--- src/sv/cbt_pkg.sv ---
`timescale 1ns / 1ps

package cbt_pkg;

  localparam int unsigned MAX_SUBDIV = 16;
  localparam int unsigned NW         = 5;   // subdivision count / point index width
  localparam int unsigned FRAC       = 16;  // Q16.16 fraction bits
  localparam int unsigned TW         = FRAC + 1;  // t reaches 1.0 on the end point
  localparam int unsigned CW         = 38;  // coefficient / accumulator width
  localparam int unsigned PW         = CW + TW + 1;  // product width
  localparam int unsigned QDEPTH     = 2;
  localparam int unsigned QAW        = 1;
  localparam int unsigned QCW        = 2;
  localparam int unsigned HLAT       = 6;   // evaluator pipeline depth

  localparam logic [NW-1:0] SUBDIV_RST = NW'(5);
  localparam logic [NW-1:0] SUBDIV_MAX = NW'(MAX_SUBDIV);
  localparam logic [TW-1:0] ONE_Q16    = TW'(1) << FRAC;

  typedef struct packed {
    logic signed [31:0] start_x;
    logic signed [31:0] start_y;
    logic signed [31:0] start_z;
    logic signed [31:0] ctrl_a_x;
    logic signed [31:0] ctrl_a_y;
    logic signed [31:0] ctrl_a_z;
    logic signed [31:0] ctrl_b_x;
    logic signed [31:0] ctrl_b_y;
    logic signed [31:0] ctrl_b_z;
    logic signed [31:0] end_x;
    logic signed [31:0] end_y;
    logic signed [31:0] end_z;
  } req_t;

  typedef struct packed {
    logic [NW-1:0]      point_number;
    logic signed [31:0] point_x;
    logic signed [31:0] point_y;
    logic signed [31:0] point_z;
    logic               last_point;
  } point_t;

  typedef struct packed {
    logic signed [CW-1:0] a;
    logic signed [CW-1:0] b;
    logic signed [CW-1:0] c;
    logic signed [31:0]   p0;
  } axis_coef_t;

  typedef struct packed {
    axis_coef_t    ax;
    axis_coef_t    ay;
    axis_coef_t    az;
    logic [NW-1:0] n;
  } seg_t;

  typedef struct packed {
    logic [TW-1:0] q;
    logic [NW-1:0] r;
  } tstep_t;

  // floor(65536/n) and 65536 mod n, per subdivision count
  function automatic tstep_t tstep_lookup(input logic [NW-1:0] n);
    tstep_t s;
    case (n)
      NW'(2):  s = '{q: TW'(32768), r: NW'(0)};
      NW'(3):  s = '{q: TW'(21845), r: NW'(1)};
      NW'(4):  s = '{q: TW'(16384), r: NW'(0)};
      NW'(5):  s = '{q: TW'(13107), r: NW'(1)};
      NW'(6):  s = '{q: TW'(10922), r: NW'(4)};
      NW'(7):  s = '{q: TW'(9362),  r: NW'(2)};
      NW'(8):  s = '{q: TW'(8192),  r: NW'(0)};
      NW'(9):  s = '{q: TW'(7281),  r: NW'(7)};
      NW'(10): s = '{q: TW'(6553),  r: NW'(6)};
      NW'(11): s = '{q: TW'(5957),  r: NW'(9)};
      NW'(12): s = '{q: TW'(5461),  r: NW'(4)};
      NW'(13): s = '{q: TW'(5041),  r: NW'(3)};
      NW'(14): s = '{q: TW'(4681),  r: NW'(2)};
      NW'(15): s = '{q: TW'(4369),  r: NW'(1)};
      NW'(16): s = '{q: TW'(4096),  r: NW'(0)};
      default: s = '{q: ONE_Q16,    r: NW'(0)};
    endcase
    return s;
  endfunction

endpackage

--- src/sv/cbt_queue.sv ---
`timescale 1ns / 1ps

module cbt_queue import cbt_pkg::*; (
  input  logic clk_i,
  input  logic rst_ni,
  input  logic push_i,
  input  seg_t data_i,
  input  logic pop_i,
  output seg_t data_o,
  output logic valid_o,
  output logic full_o
);

  seg_t           mem_q [QDEPTH];
  logic [QAW-1:0] wr_q, wr_d, rd_q, rd_d;
  logic [QCW-1:0] count_q, count_d;

  assign data_o  = mem_q[rd_q];
  assign valid_o = (count_q != '0);
  assign full_o  = (count_q == QCW'(QDEPTH));

  always_comb begin
    wr_d    = wr_q;
    rd_d    = rd_q;
    count_d = count_q;
    if (push_i) begin
      wr_d = wr_q + 1'b1;
    end
    if (pop_i) begin
      rd_d = rd_q + 1'b1;
    end
    if (push_i && !pop_i) begin
      count_d = count_q + 1'b1;
    end else if (pop_i && !push_i) begin
      count_d = count_q - 1'b1;
    end
  end

  always_ff @(posedge clk_i or negedge rst_ni) begin
    if (!rst_ni) begin
      wr_q    <= '0;
      rd_q    <= '0;
      count_q <= '0;
    end else begin
      wr_q    <= wr_d;
      rd_q    <= rd_d;
      count_q <= count_d;
    end
  end

  always_ff @(posedge clk_i) begin
    if (push_i) begin
      mem_q[wr_q] <= data_i;
    end
  end

  a_no_overflow: assert property (@(posedge clk_i) disable iff (!rst_ni)
    push_i |-> !full_o) else $error("push into full segment queue");

  a_no_underflow: assert property (@(posedge clk_i) disable iff (!rst_ni)
    pop_i |-> valid_o) else $error("pop from empty segment queue");

endmodule

--- config.mk ---
export PLATFORM = sky130hd
export DESIGN_NAME = cbt_queue
export DESIGN_NICKNAME = d
export VERILOG_FILES = /design/src/sv/cbt_pkg.sv /design/src/sv/cbt_queue.sv
export SDC_FILE = /design/constraint.sdc
export NUM_CORES = 1
export LEC_CHECK = 0
export ABC_AREA = 1
export BUFFER_PORTS_ARGS = -buffer_cell sky130_fd_sc_hd__buf_2
export CAP_MARGIN = 20
export CORE_AREA = 2 2 348 350
export CTS_CLUSTER_SIZE = 30
export DETAILED_ROUTE_END_ITERATION = 7
export DIE_AREA = 0 0 350 352
export PLACE_DENSITY = 0.54
export SLEW_MARGIN = 20
export SYNTH_ARGS = -nofsm -noshare
export SYNTH_HDL_FRONTEND = slang
export SYNTH_SLANG_ARGS = --single-unit
--- constraint.sdc ---
create_clock -name clk_i -period 25.6 [get_ports clk_i]
set_input_delay 1.28 -clock clk_i [delete_from_list [all_inputs] [get_ports clk_i]]
set_output_delay 1.28 -clock clk_i [all_outputs]
set_load 0.03 [all_outputs]
# --- Word-level counts from Yosys, hierarchy flattened ---
# Memory sizes are Yosys's and may differ from the RTL's.
# Cells that the tools add are included.
op_classes:
  add_sub_neg: 4
  eq_ne: 1
  muxes: 4
  reduce_logical: 6
ops:
  columns: ["operator", "count"]
  rows:
  - ["2-bit two-way mux", 2]
  - ["2-bit nonzero test", 2]
  - ["1-bit adder (second input constant)", 2]
  - ["2-bit by 1-bit adder with 2-bit output (second input constant)", 1]
  - ["2-bit equality test (second input constant)", 1]
  - ["1-bit logical AND", 2]
  - ["1-bit zero test", 2]
  - ["1-bit two-way mux", 2]
  - ["2-bit by 1-bit subtractor with 2-bit output (second input constant)", 1]
totals:
  register_bits: 4
  ramBits: 886
  inputBits: 447
  output_inout_bits: 445
  elab_cells: 19
  n_memories: 1
mem_list:
  columns: ["name", "depth", "word_bits", "rd", "rd_ports_with_merged_regs", "wr", "line_no", "source"]
  rows:
  - ["mem_q", 2, 443, 1, 0, 1, "cbt_queue.sv:14", "seg_t mem_q [QDEPTH];"]

# --- Depth between registers and ports, before layout ---
depth:
  word_depth: 4
  depth_mapped: 7
  mapped_depth_nobuf: 7

# --- Least setup slack after synthesis ---
# Ideal clock, no wire load.
synth_path:
  path_kind: "input to register"
  from: "input port push_i"
  to: "memory mem_q[0][0] (netlist name) (enable)"
  setup_ns: 1.271
  t_arrival_ns: 19.815
  required_time_ns: 24.329
  setup_slack_ns: 4.514
  path_stages: 2
  path_buffers: 0
  path_cell_list: "inv_1 > nor2_1"
synth_between:
  elab_chain_len: 2
synth_lines:
  columns: ["item", "line_no", "source"]
  rows:
  - ["start, declared", "cbt_queue.sv:6", "input logic push_i,"]
  - ["1-bit two-way mux", "cbt_queue.sv:52", "if (push_i) begin"]
  - ["1-bit two-way mux (not written as such)", "cbt_queue.sv:53", "mem_q[wr_q] <= data_i;"]
  - ["end, declared", "cbt_queue.sv:14", null]
# No other way between the ends.

==> results.tsv <==
stage	metric	value	unit
routing	drt_pass1_iterations	4	
timing	rsz0062_at_grt	false	
synthesis	synth_warnings	0	
synthesis	yosysSeqAreaShare	83.0	%
synthesis	synth_top_cell_by_area	edfxtp_1	
floorplan	core_area	119000	sq um
clock_tree	clkLatencyLatePin	0.65	ns
synthesis	ys_seq_elements	890	
floorplan	die_area	123000	sq um
timing	setup_viol	0	
routing	route.detailed.drc	0	
floorplan	die_x	350	um
routing	ant_nets	0	
global_routing	grt_pass1_wl	116000	um
setup_path	cp_slowest_cell	dfrtp_4	
routing	drt-initial-drc-count	776	
floorplan	io_pins	892	
global_routing	grt_pass1_vias	18300	
place	gp_congestion	0.770	
job	maxCapViolCount	0	
power	ir_worst_vdd	0.0000677	V
synthesis	syn_inst	1403	
synthesis	ys_top_cells_by_area	edfxtp_1 (83%), mux2_2 (12%), mux2_1 (3.7%)	
timing	fin_setup_tns	0	ns
synthesis	ys_types	14	
setup_path	cp_cell_sequence	buf_4 > buf_12 > mux2_2 > buf_2	
synthesis	yosysMostFrequentCell	edfxtp_1	
clock_tree	cts_num_sinks	890	
final_layout	syn_to_final_growth	28.6	%
timing	maxSlewViolCount	0	
global_routing	grt_max_degree	154	
setup_path	cp_num_buf_inv	3	
clock_tree	numCtsBuffers	94	
setup_path	critPathMaxFanout	131	
clock_tree	post_cts_buffers	0	
synthesis	syn_nets	1851	
setup_path	slowest_delay	0.86	ns
global_routing	grt_overflow	0	
clock_tree	cts.clk_slew.worst_paths	0.06	ns
global_routing	antenna_found_initial	51	
timing	holdWs	0.424	ns
setup_path	worstSetupPathType	reg -> out	
clock_tree	cts_max_level	3	
final_layout	fin_area	41400	sq um
routing	routed_wl	82500	um
synthesis	synthFlopType	edfxtp_1	
timing	maxSlewHeadroom	28.0	%
clock_tree	cts_resized	0	
power	p_leak	15.2	nW
timing	clock_skew	0.0134	ns
routing	vias_per_cell	4.15	
setup_path	cp.arrival	3.80	ns
clock_tree	clockRootBuffer	clkbuf_16	
routing	wire_per_inst	20.3	um
setup_path	critPathLaunchType	flop	
power	power_density	121	nW/um^2
timing	fin_crit_sh	19.8	%
min_path	worstHoldPathType	in -> async	
clock_tree	cts_buffer_depth	3	
timing	worst_pin_slew	1.08	ns
outcome	status	finished clean	
setup_path	crit_family	buffers and inverters	
floorplan	die_h	352	um
clock_tree	cts_hold_buf	0	
synthesis	synth_commonest_cells	edfxtp_1 (886), mux2_2 (338), mux2_1 (105)	
timing	setup_ws	20.52	ns
global_routing	track_usage	12.7	%
place	post_dp_cell_area	38400	sq um
synthesis	synth.top_cell.area_share	82.7	%
synthesis	syn_area	32200	sq um
final_layout	drive_above_1_share	56.4	%
clock_tree	cts_tree	yes	
setup_path	crit_required	24.32	ns
final_layout	final_nets	2806	
timing	fmax	197	MHz
place	place_ws	20.06	ns
synthesis	syn_area_per_cell	22.9	sq um
floorplan	rows	127	
synthesis	synthArstFlopShare	0.449	%
place	place.port_buffers	891	
setup_path	critPathCaptureType	primary output	
floorplan	start_util	26.9	%
timing	period_minus_slack	5.08	ns
routing	vias	16800	
place	hpwl	58300	um
synthesis	synth_edf_count	886	
timing	hold_viol	0	
## kinds of logic (layout without fill, tap and decap cells)
group | count (synthesis) | count (layout) | synth area share, %
xor gates and xnor gates | 3 | 3 | 0.0817
muxes | 443 | 443 | 15.5
other | 0 | 16 | 0
adders and majority gates | 1 | 1 | 0.0389
and+or+nand+nor | 10 | 10 | 0.128
buffers and inverters | 56 | 1080 | 1.19
DFF | 890 | 890 | 83.0
## final cells by class
cell class / count / area, sq um
multi-input cells: 457 / 5080
clock inverters: 47 / 388
repair buffers: 908 / 4640
inverters: 7 / 33.8
flip-flops and latches: 890 / 26700
diodes: 16 / 40.0
well taps: 1612 / 2020
fillers: 11400 / 78000
clock buffers: 118 / 2460
## final timing paths
check,start,endpoint,slack (ns),cells after the start
hold reg to reg,count_q[1],count_q[1],0.50,2
setup / recovery,rd_q,data_o[163],20.52,4
setup reg to reg,wr_q,mem_q[0][368],21.54,5
min in group clk_i,count_q[1],count_q[1],0.50,2
hold / removal,rst_ni,wr_q,0.42,1
max in group asynchronous,rst_ni,rd_q,25.04,1
## power breakdown
part	switching [mW]	total [mW]	internal, mW	leakage [nW]
logic	1.19	1.73	0.537	5.43
clock network	0.553	1.27	0.714	1.39
registers	0.0685	2.00	1.94	8.36
total	1.81	5.00	3.19	15.2
## per-stage QoR
step / util, % / std cells / power [mW]
final: 34.7 / 4055 / 5.00
after global routing: 34.6 / 4048 / 5.22
after CTS: 34.6 / 4037 / 5.08
after detailed placement: 32.2 / 3872 / 3.79
after global placement: 32.2 / 3872 / 3.77
after floorplan: - / 1403 / 3.43
## flip-flops by register name, summed over array words and instances, names as in the netlist
signal   flops
count_q      2
mem_q      886
rd_q         1
wr_q         1
## metal layers
layer | track usage [%] | part of all wire, %
met1 | 12.4 | 34
met2 | 23.3 | 52
met3 | 5.93 | 11
met4 | 4.40 | 3.0
met5 | 0 | 0.33
## cells in the final DEF (no fill, tap or decap)
cell type | netlist | final
ha_1 | 1 | 1
mux2_2 | 338 | 338
nor2_1 | 2 | 1
nor2_4 | 0 | 1
xor2_1 | 2 | 2
dfrtp_1 | 4 | 3
clkinv_1 | 0 | 23
edfxtp_1 | 886 | 886
clkinv_4 | 0 | 3
dfrtp_4 | 0 | 1
diode_2 | 0 | 16
nand4_1 | 1 | 1
clkinvlp_4 | 0 | 1
clkbuf_16 | 0 | 95
inv_16 | 0 | 2
buf_4 | 0 | 13
mux2_1 | 105 | 105
xnor2_1 | 1 | 1
inv_8 | 0 | 3
buf_2 | 31 | 891
nand3_1 | 1 | 1
clkinv_2 | 0 | 11
buf_12 | 0 | 4
clkbuf_1 | 0 | 23
inv_1 | 7 | 6
bufinv_16 | 0 | 3
nand2_1 | 6 | 6
clkinv_16 | 0 | 2
No activity file was read; power rests on OpenSTA's default activity.
